$ cat src/sv/lidar_packet_bin_decoder_defines.svh
`ifndef LIDAR_PACKET_BIN_DECODER_DEFINES_SVH
`define LIDAR_PACKET_BIN_DECODER_DEFINES_SVH

// condition holds at every edge out of reset
`define LPBD_ASSERT_ALWAYS(label, cond, msg) \
  label: assert property (@(posedge clk) disable iff (rst) (cond)) else $error(msg);

// consequent holds in the same cycle as the antecedent
`define LPBD_ASSERT_IMP(label, ante, cons, msg) \
  label: assert property (@(posedge clk) disable iff (rst) (ante) |-> (cons)) else $error(msg);

`endif

$ cat src/sv/lpbd_pkg.sv
package lpbd_pkg;

  localparam int BIN_COUNT    = 1024;
  localparam int HEADER_BYTES = 10;

  localparam int DIV_W     = 32;
  localparam int DVS_W     = 20;
  localparam int DIV_CNT_W = $clog2(DIV_W + 1);

  localparam logic [9:0] BIN_MAX = 10'(BIN_COUNT - 1);

  localparam logic [9:0] POS_TYPE     = 10'd2;
  localparam logic [9:0] POS_COUNT    = 10'd3;
  localparam logic [9:0] POS_FIRST_LO = 10'd4;
  localparam logic [9:0] POS_FIRST_HI = 10'd5;
  localparam logic [9:0] POS_LAST_LO  = 10'd6;
  localparam logic [9:0] POS_LAST_HI  = 10'd7;
  localparam logic [9:0] POS_DATA     = 10'(HEADER_BYTES);
  localparam logic [9:0] POS_MAX      = 10'd1023;

  localparam logic [7:0] TYPE_START = 8'd1;
  localparam logic [7:0] MIN_COUNT  = 8'd10;

  localparam logic KIND_BIN  = 1'b0;
  localparam logic KIND_SCAN = 1'b1;

  localparam logic [1:0] REG_ANGLE_LOW  = 2'd0;
  localparam logic [1:0] REG_ANGLE_HIGH = 2'd1;
  localparam logic [1:0] REG_RANGE_LOW  = 2'd2;
  localparam logic [1:0] REG_RANGE_HIGH = 2'd3;

  typedef struct packed {
    logic [7:0] packet_byte;
    logic       packet_first;
  } packet_t;

  typedef struct packed {
    logic        result_kind;
    logic [9:0]  bin_number;
    logic [15:0] bin_distance;
    logic [15:0] scan_number;
  } result_t;

  function automatic logic [17:0] atan_step(input logic [3:0] i);
    logic [17:0] v;
    case (i)
      4'd0:    v = 18'd184320;
      4'd1:    v = 18'd108810;
      4'd2:    v = 18'd57492;
      4'd3:    v = 18'd29184;
      4'd4:    v = 18'd14649;
      4'd5:    v = 18'd7331;
      4'd6:    v = 18'd3667;
      4'd7:    v = 18'd1833;
      4'd8:    v = 18'd917;
      4'd9:    v = 18'd458;
      4'd10:   v = 18'd229;
      4'd11:   v = 18'd115;
      4'd12:   v = 18'd57;
      4'd13:   v = 18'd29;
      4'd14:   v = 18'd14;
      4'd15:   v = 18'd7;
      default: v = 18'd0;
    endcase
    return v;
  endfunction

endpackage

$ cat src/sv/lpbd_div.sv
module lpbd_div import lpbd_pkg::*; (
  input  logic             clk,
  input  logic             rst,
  input  logic             start,
  input  logic [DIV_W-1:0] dividend,
  input  logic [DVS_W-1:0] divisor,
  output logic             busy,
  output logic             done,
  output logic [DIV_W-1:0] quotient
);

  logic [DIV_W-1:0]     dvd;
  logic [DVS_W-1:0]     dvs;
  logic [DVS_W-1:0]     rem;
  logic [DIV_CNT_W-1:0] cnt;
  logic [DVS_W:0]       trial;
  logic                 fits;

  assign trial    = {rem, dvd[DIV_W-1]};
  assign fits     = trial >= {1'b0, dvs};
  assign quotient = dvd;

  always_ff @(posedge clk) begin
    if (rst) begin
      busy <= 1'b0;
      done <= 1'b0;
      cnt  <= '0;
      dvd  <= '0;
      dvs  <= '0;
      rem  <= '0;
    end else begin
      done <= !start && busy && (cnt == DIV_CNT_W'(1));
      if (start) begin
        dvd  <= dividend;
        dvs  <= divisor;
        rem  <= '0;
        cnt  <= DIV_CNT_W'(DIV_W);
        busy <= 1'b1;
      end else if (busy) begin
        rem <= fits ? DVS_W'(trial - {1'b0, dvs}) : trial[DVS_W-1:0];
        dvd <= {dvd[DIV_W-2:0], fits};
        cnt <= cnt - 1'b1;
        if (cnt == DIV_CNT_W'(1)) begin
          busy <= 1'b0;
        end
      end
    end
  end

endmodule

$ cat src/sv/lpbd_cordic.sv
module lpbd_cordic import lpbd_pkg::*; (
  input  logic               clk,
  input  logic               rst,
  input  logic               start,
  input  logic [15:0]        distance,
  output logic               busy,
  output logic signed [20:0] correction
);

  logic signed [47:0] x;
  logic signed [47:0] y;
  logic signed [20:0] z;
  logic [3:0]         step;
  logic               neg;
  logic               zero;

  logic signed [21:0] diff;
  logic signed [29:0] diff_w;
  logic signed [29:0] yv;
  logic [29:0]        ymag;
  logic [22:0]        xv;
  logic signed [47:0] xs;
  logic signed [47:0] ys;
  logic signed [20:0] ang;

  assign diff   = 22'sd6212 - $signed({6'd0, distance}) * 22'sd10;
  assign diff_w = {{8{diff[21]}}, diff};
  assign yv     = diff_w * 30'sd218;
  assign ymag   = yv[29] ? 30'(-yv) : 30'(yv);
  assign xv     = 23'(24'd62120 + 24'd100 * {8'd0, distance});
  assign xs     = x >>> step;
  assign ys     = y >>> step;
  assign ang    = $signed({3'b000, atan_step(step)});

  assign correction = zero ? 21'sd0 : (neg ? -z : z);

  always_ff @(posedge clk) begin
    if (rst) begin
      busy <= 1'b0;
      step <= '0;
      neg  <= 1'b0;
      zero <= 1'b1;
      x    <= '0;
      y    <= '0;
      z    <= '0;
    end else if (start) begin
      busy <= 1'b1;
      step <= '0;
      neg  <= yv[29];
      zero <= distance == 16'd0;
      x    <= $signed({9'd0, xv, 16'd0});
      y    <= $signed({2'd0, ymag, 16'd0});
      z    <= '0;
    end else if (busy) begin
      if (!y[47]) begin
        x <= x + ys;
        y <= y - xs;
        z <= z + ang;
      end else begin
        x <= x - ys;
        y <= y + xs;
        z <= z - ang;
      end
      step <= step + 1'b1;
      if (step == 4'd15) begin
        busy <= 1'b0;
      end
    end
  end

endmodule

$ cat src/sv/lidar_packet_bin_decoder.sv
// Lidar packet decoder: takes packet bytes one request at a time and gives a bin write for
// each sample of a usable packet, or a scan-complete result for a start packet. Header and
// low distance bytes are taken in the idle state; the type byte of a start packet then stalls
// through the emit state. The high byte of a usable sample stalls through two 32-step passes
// of the shared restoring divider (angle interpolation, then bin number) and the states
// MUL1, DIV1, FIX, MUL2, DIV2 and EMIT; the 16-step triangulation correction runs alongside
// the first pass. Both results also wait while an earlier result is held in the output
// register. The finished result sits in the output register while the next byte is taken.
`include "lidar_packet_bin_decoder_defines.svh"

module lidar_packet_bin_decoder import lpbd_pkg::*; (
  input  logic        clk,
  input  logic        rst,
  input  logic        packet_valid,
  output logic        packet_stall,
  input  packet_t     packet,
  output logic        result_valid,
  input  logic        result_stall,
  output result_t     result,
  input  logic        cfg_write,
  input  logic [1:0]  cfg_index,
  input  logic [15:0] cfg_data
);

  typedef enum logic [2:0] {
    ST_IDLE,
    ST_MUL1,
    ST_DIV1,
    ST_FIX,
    ST_MUL2,
    ST_DIV2,
    ST_EMIT
  } state_t;

  state_t state;

  logic [14:0] angle_low_limit;
  logic [14:0] angle_high_limit;
  logic [15:0] range_low_limit;
  logic [15:0] range_high_limit;

  logic [9:0]  byte_position;
  logic [7:0]  sample_count;
  logic [15:0] first_angle;
  logic [15:0] last_angle;
  logic [15:0] angle_span;
  logic        packet_usable;
  logic [7:0]  low_distance_byte;
  logic [7:0]  sample_number;
  logic [15:0] scan_counter;

  logic [15:0]        sample_dist;
  logic [7:0]         sample_k;
  logic signed [23:0] ang;
  logic               filtered;
  result_t            pending;

  logic               accept;
  logic [9:0]         pos;
  logic [9:0]         data_off;
  logic [7:0]         b;
  logic [14:0]        last_next;
  logic signed [17:0] span;
  logic signed [25:0] span100;
  logic signed [25:0] lo_bound;
  logic signed [25:0] hi_bound;
  logic [DVS_W-1:0]   span64;
  logic [27:0]        prod1;
  logic [28:0]        prod2;
  logic signed [23:0] ang_sum;
  logic signed [23:0] mirrored;
  logic signed [23:0] wrapped;

  logic               div_start;
  logic [DIV_W-1:0]   div_dividend;
  logic [DVS_W-1:0]   div_divisor;
  logic               div_busy;
  logic               div_done;
  logic [DIV_W-1:0]   div_quot;
  logic               cor_start;
  logic               cor_busy;
  logic signed [20:0] cor_value;

  assign packet_stall = state != ST_IDLE;
  assign accept       = packet_valid && !packet_stall;
  assign b            = packet.packet_byte;
  assign pos          = packet.packet_first ? 10'd0 : byte_position;
  assign data_off     = pos - POS_DATA;

  assign last_next = 15'({b, last_angle[7:0]} >> 1);
  assign span      = (first_angle > {1'b0, last_next})
                   ? 18'sd23040 - $signed({2'b0, first_angle}) + $signed({3'b0, last_next})
                   : $signed({3'b0, last_next}) - $signed({2'b0, first_angle});
  assign span100   = {{8{span[17]}}, span} * 26'sd100;
  assign lo_bound  = $signed({18'd0, sample_count}) * 26'sd3616;
  assign hi_bound  = $signed({18'd0, sample_count}) * 26'sd4256;

  assign span64 = {angle_span[13:0], 6'd0};
  assign prod1  = span64 * sample_k;
  assign prod2  = ang[20:0] * sample_count;

  assign ang_sum  = $signed({2'b0, first_angle, 6'd0}) + $signed({4'b0, div_quot[19:0]})
                  + {{3{cor_value[20]}}, cor_value};
  assign mirrored = 24'sd2949120 - ang;
  assign wrapped  = (mirrored > 24'sd1474560) ? mirrored - 24'sd1474560 : mirrored;

  assign cor_start    = state == ST_MUL1;
  assign div_start    = (state == ST_MUL1) || (state == ST_MUL2);
  assign div_dividend = (state == ST_MUL1) ? {4'd0, prod1}
                      : (ang[23] ? '0 : {3'd0, prod2});
  assign div_divisor  = (state == ST_MUL1) ? {12'd0, sample_count - 8'd1} : span64;

  lpbd_div u_div (
    .clk      (clk),
    .rst      (rst),
    .start    (div_start),
    .dividend (div_dividend),
    .divisor  (div_divisor),
    .busy     (div_busy),
    .done     (div_done),
    .quotient (div_quot)
  );

  lpbd_cordic u_cordic (
    .clk        (clk),
    .rst        (rst),
    .start      (cor_start),
    .distance   (sample_dist),
    .busy       (cor_busy),
    .correction (cor_value)
  );

  always_ff @(posedge clk) begin
    if (rst) begin
      state             <= ST_IDLE;
      result_valid      <= 1'b0;
      result            <= '0;
      pending           <= '0;
      angle_low_limit   <= 15'd0;
      angle_high_limit  <= 15'd23040;
      range_low_limit   <= 16'd0;
      range_high_limit  <= 16'd65535;
      byte_position     <= '0;
      sample_count      <= '0;
      first_angle       <= '0;
      last_angle        <= '0;
      angle_span        <= '0;
      packet_usable     <= 1'b0;
      low_distance_byte <= '0;
      sample_number     <= '0;
      scan_counter      <= '0;
      sample_dist       <= '0;
      sample_k          <= '0;
      ang               <= '0;
      filtered          <= 1'b0;
    end else begin
      if (result_valid && !result_stall && state != ST_EMIT) begin
        result_valid <= 1'b0;
      end

      if (cfg_write) begin
        case (cfg_index)
          REG_ANGLE_LOW:  angle_low_limit  <= cfg_data[14:0];
          REG_ANGLE_HIGH: angle_high_limit <= cfg_data[14:0];
          REG_RANGE_LOW:  range_low_limit  <= cfg_data;
          REG_RANGE_HIGH: range_high_limit <= cfg_data;
          default: ;
        endcase
      end

      case (state)
        ST_IDLE: begin
          if (accept) begin
            byte_position <= (pos < POS_MAX) ? pos + 10'd1 : pos;
            case (pos)
              POS_TYPE: begin
                sample_number <= '0;
                if (b == TYPE_START) begin
                  packet_usable        <= 1'b0;
                  pending.result_kind  <= KIND_SCAN;
                  pending.bin_number   <= '0;
                  pending.bin_distance <= '0;
                  pending.scan_number  <= scan_counter;
                  scan_counter         <= scan_counter + 16'd1;
                  state                <= ST_EMIT;
                end else begin
                  packet_usable <= 1'b1;
                end
              end
              POS_COUNT: begin
                sample_count <= b;
                if (b <= MIN_COUNT) begin
                  packet_usable <= 1'b0;
                end
              end
              POS_FIRST_LO: first_angle <= {8'd0, b};
              POS_FIRST_HI: first_angle <= 16'({b, first_angle[7:0]} >> 1);
              POS_LAST_LO:  last_angle  <= {8'd0, b};
              POS_LAST_HI: begin
                last_angle <= {1'b0, last_next};
                angle_span <= span[15:0];
                if (!(span100 >= lo_bound && span100 <= hi_bound)) begin
                  packet_usable <= 1'b0;
                end
              end
              default: begin
                if (pos >= POS_DATA) begin
                  if (!data_off[0]) begin
                    low_distance_byte <= b;
                  end else begin
                    if (packet_usable && sample_number < sample_count) begin
                      sample_dist <= {b, low_distance_byte};
                      sample_k    <= sample_number;
                      state       <= ST_MUL1;
                    end
                    if (sample_number < 8'd255) begin
                      sample_number <= sample_number + 8'd1;
                    end
                  end
                end
              end
            endcase
          end
        end
        ST_MUL1: state <= ST_DIV1;
        ST_DIV1: begin
          if (div_done) begin
            ang   <= ang_sum;
            state <= ST_FIX;
          end
        end
        ST_FIX: begin
          ang      <= wrapped;
          filtered <= (wrapped < $signed({3'b0, angle_low_limit, 6'd0}))
                   || (wrapped > $signed({3'b0, angle_high_limit, 6'd0}))
                   || (sample_dist < range_low_limit) || (sample_dist > range_high_limit);
          state    <= ST_MUL2;
        end
        ST_MUL2: state <= ST_DIV2;
        ST_DIV2: begin
          if (div_done) begin
            pending.result_kind  <= KIND_BIN;
            pending.bin_number   <= (div_quot > DIV_W'(BIN_MAX)) ? BIN_MAX : div_quot[9:0];
            pending.bin_distance <= filtered ? 16'd0 : sample_dist;
            pending.scan_number  <= '0;
            state                <= ST_EMIT;
          end
        end
        ST_EMIT: begin
          if (!result_valid || !result_stall) begin
            result       <= pending;
            result_valid <= 1'b1;
            state        <= ST_IDLE;
          end
        end
        default: state <= ST_IDLE;
      endcase
    end
  end

  `LPBD_ASSERT_IMP(a_div_free, div_start, !div_busy, "divider started while busy")
  `LPBD_ASSERT_IMP(a_cor_first, (state == ST_DIV1) && div_done, !cor_busy, "correction late")
  `LPBD_ASSERT_IMP(a_usable_count, packet_usable && (byte_position > POS_COUNT),
                   sample_count > MIN_COUNT, "usable packet with too few samples")
  `LPBD_ASSERT_ALWAYS(a_scan_clean, !(result_valid && result.result_kind == KIND_SCAN)
                      || (result.bin_number == '0 && result.bin_distance == '0),
                      "scan result carries bin data")

endmodule
$ cat config.mk
export PLATFORM = sky130hd
export DESIGN_NAME = lidar_packet_bin_decoder
export DESIGN_NICKNAME = d
export VERILOG_FILES = /design/src/sv/lpbd_pkg.sv /design/src/sv/lpbd_div.sv /design/src/sv/lpbd_cordic.sv /design/src/sv/lidar_packet_bin_decoder.sv
export VERILOG_INCLUDE_DIRS = /design/src /design/src/sv
export SDC_FILE = /design/constraint.sdc
export NUM_CORES = 2
export LEC_CHECK = 0
export ABC_AREA = 1
export BUFFER_PORTS_ARGS = -buffer_cell sky130_fd_sc_hd__buf_2
export CORE_UTILIZATION = 43
export DETAILED_ROUTE_END_ITERATION = 10
export GPL_ROUTABILITY_DRIVEN = 0
export GPL_TIMING_DRIVEN = 1
export HOLD_SLACK_MARGIN = 0.02
export PLACE_DENSITY = 0.62
export SLEW_MARGIN = 15
export SYNTH_ARGS = -nofsm -noshare
export SYNTH_HDL_FRONTEND = slang
export SYNTH_SLANG_ARGS = --single-unit
$ cat constraint.sdc
create_clock -name clk -period 6.2 [get_ports clk]
set_clock_uncertainty 0.2 [all_clocks]
set_input_delay 0.62 -clock clk [delete_from_list [all_inputs] [get_ports clk]]
set_output_delay 0.62 -clock clk [all_outputs]
set_load 0.005 [all_outputs]
==> Yosys cells after proc, flatten, opt, wreduce, memory -nomap -nowiden <==
Memories as Yosys holds them, arrays and structs flattened. A register that Yosys moved wholly into a read port is not among the register bits.
Cells that the tools add are included.
{ "op_classes": {"addsub": 25, "multipliers": 8, "magnitude_cmp": 15, "eq_ne": 32, "n_shift": 2, "n_mux": 62, "n_bitwise": 3, "reduce_logical": 52} }
{ "op_table": {"columns": ["op", "count"], "rows": [
  ["$mux 43", 4],
  ["$add 48x48->48", 2],
  ["$mux 48", 2],
  ["$sshr 48x4->48", 2],
  ["$sub 48x48->48", 2],
  ["$mux 46", 2],
  ["$pmux 43 s2", 1],
  ["$mux 39", 2],
  ["$mux 32", 2],
  ["$mux 21", 3],
  ["$mux 29", 2],
  ["$mux 24", 2],
  ["$pmux 24 s2", 1],
  ["$eq 10x3->1 const B", 4],
  ["$mux 20", 2],
  ["$gt 32x10->1 const B", 1],
  ["$pmux 16 s2", 1],
  ["$pmux 8 s2", 2],
  ["$mux 10", 3],
  ["$mux 30", 1],
  ["$neg 30->30", 1],
  ["$mul 21x8->29", 1],
  ["$mul 22x8->29 const B", 1],
  ["$ge 26x21->1", 1],
  ["80 further kinds", 154]
]} }
{ "totals": {"register_bits": 494, "rom_bits": 288, "input_bits": 32, "out_inout_bits": 45, "wordCells": 243, "memories": 1} }
{ "mem_list": {"columns": ["memory", "words", "word_bits", "read_ports", "rd_ports_with_merged_regs", "write_ports", "line", "rtl"], "rows": [
  ["(name not given)", 16, 18, 1, 1, 0, "lpbd_pkg.sv:46", "case (i)"]
]} }

==> Longest topological paths before layout <==
{ "logic_depth": {"depth_word": 8, "mapped_depth": 46, "depth_no_buf": 46} }

==> By module <==
Synthesis repeated with hierarchy kept, for this count alone.
{ "hier_totals": {"cells_unflattened": 10108, "hier_area_um2": 64373.0} }
{ "modules_own_cells": {"columns": ["mod", "n_inst", "cells_each", "area_per_inst_um2"], "rows": [
  ["lidar_packet_bin_decoder", 1, 4294, 30553.1],
  ["lpbd_cordic", 1, 5051, 28900.2],
  ["lpbd_div", 1, 763, 4919.7]
]} }

==> Worst setup path after synthesis <==
Ideal clock, no wire load.
{ "synth_timing": {"path_kind": "register to register", "from": "register sample_dist[1]", "to": "register u_cordic.y[45]", "setup_time_ns": 0.109, "arrival_time_ns": 6.496, "setup_slack_ns": -0.605, "path_stages_with_launch": 38, "path_buffers": 2, "synth_period_minus_slack_ns": 6.805, "cell_sequence": "dfxtp_1 > ha_1 > ha_1 > fa_1 > nand3_1 > nand3_1 > xnor2_1 > inv_1 > nor2_1 > nand3_1 > a21oi_1 > nand2_1 > nor2_1 > nand2_1 > xnor2_1 > inv_1 > ha_1 > ha_1 > [2 not listed] > inv_1 > fa_1 > inv_1 > ha_1 > a21oi_1 > o21ai_0 > a21oi_1 > o21ai_0 > nor2_1 > nand4_2 > nand2_2 > inv_2 > buf_6 > buf_6 > nand3b_1 > nand3_1 > nand2_1 > inv_1"} }
{ "synth_between": {"elab_chain_cells": 6} }
{ "synth_lines": {"columns": ["item", "line", "rtl"], "rows": [
  ["start: declaration", "lidar_packet_bin_decoder.sv:52", "logic [15:0] sample_dist;"],
  ["start signal: assignment", "lidar_packet_bin_decoder.sv:212", "sample_dist <= {b, low_distance_byte};"],
  ["$mul 16x3->19 (*)", "lpbd_cordic.sv:26", "assign diff = 22'sd6212 - $signed({6'd0, distance}) * 22'sd10;"],
  ["$sub 13x20->21 (*)", "lpbd_cordic.sv:26", null],
  ["$mul 22x8->29 (*)", "lpbd_cordic.sv:28", "assign yv = diff_w * 30'sd218;"],
  ["$neg 30->30", "lpbd_cordic.sv:29", "assign ymag = yv[29] ? 30'(-yv) : 30'(yv);"],
  ["$mux 30 (*)", "lpbd_cordic.sv:29", null],
  ["$mux 46 (*)", "lpbd_cordic.sv:46", "end else if (start) begin"],
  ["end signal: assignment", "lpbd_cordic.sv:52", "y <= $signed({2'd0, ymag, 16'd0});"],
  ["end signal: assignment", "lpbd_cordic.sv:57", "y <= y - xs;"],
  ["end signal: assignment", "lpbd_cordic.sv:61", "y <= y + xs;"],
  ["end: declaration", "lpbd_cordic.sv:11", "logic signed [47:0] y;"]
]} }
Mark *: on every way between the ends. The rest lies on a longest branch, timed or not.
A chain may end at the register's enable or synchronous reset.

==> Final worst setup path <==
{ "layout_timing": {"from": "register sample_dist[1]", "to": "register u_cordic.y[41]"} }
The elaborated chain is that of the path after synthesis.

==> summary.txt <==
Final period util = 104%
Critical Path RT = 6.61 ns
Startpoint types = register
FMAX = 155 MHz
GRT overflow = 0
Fin nets = 11,300
DRT Pass-1 Iters = 8
DR iter-0 viols = 5,509
Sequential-to-total area share from yosys stat = 16.1%
Pwr dens = 279 nW/um^2
Post-Place Cells = 12,100
P_leak = 38.4 nW
Clock sink count = 510
Share of the synthesized area in the top cell type = 16.1%
Worst slew margin = 24.7%
Slowest cell on crit path = fa_1
Antenna-violating nets left = 0
Mean area per synthesized cell = 6.43 um^2
CP peak stage delay = 0.53 ns
Status = complete, but fails checks
Wire per inst = 18.2 um
Slew @ Worst Pin = 1.13 ns
Final setup TNS = -6.34 ns
Largest net degree at the start of global routing = 147
Max-cap violations = 0
Setup CP Type = register to register
Yosys cell types = 71
CTS Buffer Depth = 3
RSZ-0062 raised after global routing = true
P&R area growth vs syn = 17.0%
#FFs+latches synth = 510
Number of global-route vias before repair = 64,000
Synth top area cells = dfxtp_1 16%, nand2_1 14%, ha_1 14%
CTS Buf Count = 68
Failing checks = negative setup slack
I/O Pins = 77
Post-Syn Area = 63,500 um^2
Vias = 67,400
Post-Syn Nets = 10,900
Die height = 386 um
Drt drc = 0
Initial antenna violation count = 9
Final Cell Area = 74,300 um^2
IO Port Bufs = 76
Hpwl dp = 177,000 um
Final Max Slew Viols = 0
Final Hold Fails = 0
CTS tree = done
Clk_lat worst skew = 0.69 ns
Via-to-Cell Ratio = 5.50
Leading area contributor after synthesis = dfxtp_1
Final min period = 6.47 ns
Final cell count without fillers = 12,300
Async set-reset flop share out of synthesis = 0%
Post-Synthesis Cells = 9,882
H-tree depth = 3
Die X = 386 um
Crit path max fanout = 4
Final wirelength = 223,000 um
Rows = 140
CTS clk-pin slew, worst paths = 0.06 ns
Crit path capture type = register
Synth Warn # = 0
Root Buffer = clkbuf_16
DP Area = 69,100 um^2
Fillers = 14,600
Worst EP arrival = 6.88 ns
Most used DFF post-synth = dfxtp_1
PnR worst setup slack = -0.269 ns
Layout cells sized above 1 = 12.7%
Die area = 149,000 um^2
Peak supply drop = 0.513 mV
Min-delay worst type = input port to register
First-pass GRT wire length = 346,000 um
EDFF count, synth = 0
Core Box Area = 146,000 um^2
Final setup violation count = 29
GRT Resource Usage Total = 29.1%
Initial Util = 43.5%
==> cells in the mapped netlist, drive strengths merged (40+ instances only) <==
cell type,n
ha,689
o211ai,47
nand4,115
a211oi,49
dfxtp,510
o22ai,40
nor2,867
nand2,2382
or2,50
xor2,231
buf,121
nor3,95
a21oi,826
xnor2,99
o21bai,40
o21ai,732
a21o,46
fa,295
nand3,613
a31oi,87
inv,1559
clkbuf,198
==> worst max-delay path, delay by kind of cell, from the launching register on <==
kind                       cells  cell delay, ns
AOI/OAI and AO/OA              5            0.78
xor gates and xnor gates       2            0.44
adders and majority gates      8            2.90
buffers and inverters          9            0.76
DFF                            1            0.35
and+or+nand+nor               11            0.96
==> per-stage QoR <==
| step | power, mW | utilization (%) | setup WS, ns | hold WS, ns |
|---|---|---|---|---|
| final | 20.7 | 50.9 | -0.269 | 0.0566 |
| after global routing | 22.2 | 50.9 | -0.614 | 0.0601 |
| after CTS | 20.2 | 49.7 | -0.202 | 0.0248 |
| after detailed placement | 15.7 | 47.3 | -0.500 | 0.245 |
| after global placement | 15.5 | 47.3 | -0.539 | 0.236 |
| after floorplan | 12.3 | - | 0.00285 | 0.220 |
==> sequential cells by signal, summed over array words and instances, names as in the netlist, 10 cells and up <==
| register | count |
|---|---|
| range_high_limit | 16 |
| angle_span | 14 |
| byte_position | 10 |
| first_angle | 15 |
| angle_low_limit | 15 |
| angle_high_limit | 15 |
| ang | 24 |
| scan_counter | 16 |
| u_cordic.x | 48 |
| u_div.dvs | 20 |
| sample_dist | 16 |
| u_div.quotient | 32 |
| u_div.rem | 20 |
| u_cordic.y | 48 |
| range_low_limit | 16 |
| u_cordic.ang | 18 |
| u_cordic.z | 21 |
| result | 43 |
| pending | 43 |
==> placed cells by master, fill, tap and decap left out, types with 17 or more instances in the layout <==
cell type and n:
nand3_1 571, nand2_1 2290, dfxtp_1 491, clkbuf_16 72, a21oi_4 17, o22ai_1 40
xnor2_1 91, a21oi_1 779, o21ai_2 47, a31oi_1 84, nor3_1 87, nor2_1 787
inv_1 1503, inv_2 52, o21ai_1 74, xor2_2 17, a211oi_1 48, fa_1 294
buf_2 75, ha_1 626, nand3_2 36, a21oi_2 30, nand2_2 69, xor2_1 210
ha_4 62, o21a_1 32, o211ai_1 47, o21ai_0 606, a21o_1 46, nand2_4 23
nand4_1 111, nor2_4 41, buf_4 536, o21bai_1 39, nor2_2 37, buf_6 17
or2_2 41, nor4_1 28
==> area by class of cell <==
class	instances	area, um^2	share of cell area (%)
Tap cell	1917	2400	3.23
Clock buffer	85	1840	2.47
Inverter	1568	5910	7.95
Timing Repair Buffer	652	5040	6.78
Antenna cell	2	5.00	0.00674
Sequential cell	510	10200	13.8
Clock inverter	38	513	0.690
Multi-Input combinational cell	7485	48400	65.1
==> layer usage <==
metal  global-route usage, %  wire (um)
met1                    37.2      93000
met2                    48.8     103000
met5                       0          0
met3                    3.37      15600
met4                    13.7      11600
==> kinds of logic after synthesis <==
kind of cell | Yosys count | share of synthesized area [%]
other | 1 | 0.00590
AND/OR/NAND/NOR | 4185 | 27.6
adder cells (fa/ha/maj) | 984 | 22.9
XOR/XNOR | 330 | 4.57
buffers and inverters | 1887 | 11.5
flip-flops | 510 | 16.1
AO/OA/AOI/OAI | 1977 | 17.3
multiplexers | 8 | 0.126
==> what timing repair did <==
| action | in CTS | in global routing |
|---|---|---|
| buffers inserted | 25 | 30 |
| setup endpoints to repair | 29 | 30 |
| gates cloned | 0 | 4 |
| hold buffers | 5 | 0 |
| resized for setup | 212 | 284 |
| pin swaps | 132 | 195 |
| endpoints found under the hold margin | 7 | 0 |
==> path summary, 6_finish.rpt <==
check	to	slack [ns]	cells after the start	from
worst max-delay path	u_cordic.y[41]	-0.27	35	sample_dist[1]
worst min-delay path	range_high_limit[3]	0.06	3	cfg_data[3]
worst max register to register	u_cordic.y[41]	-0.27	35	sample_dist[1]
worst min register to register	angle_low_limit[0]	0.25	2	angle_low_limit[0]
==> power by group <==
group | switching [mW] | total, mW | internal, mW
registers | 0.247 | 3.74 | 3.49
clock network | 1.77 | 4.24 | 2.47
logic | 8.30 | 12.8 | 4.45
total | 10.3 | 20.7 | 10.4
Power figures use the tool's default switching activity.
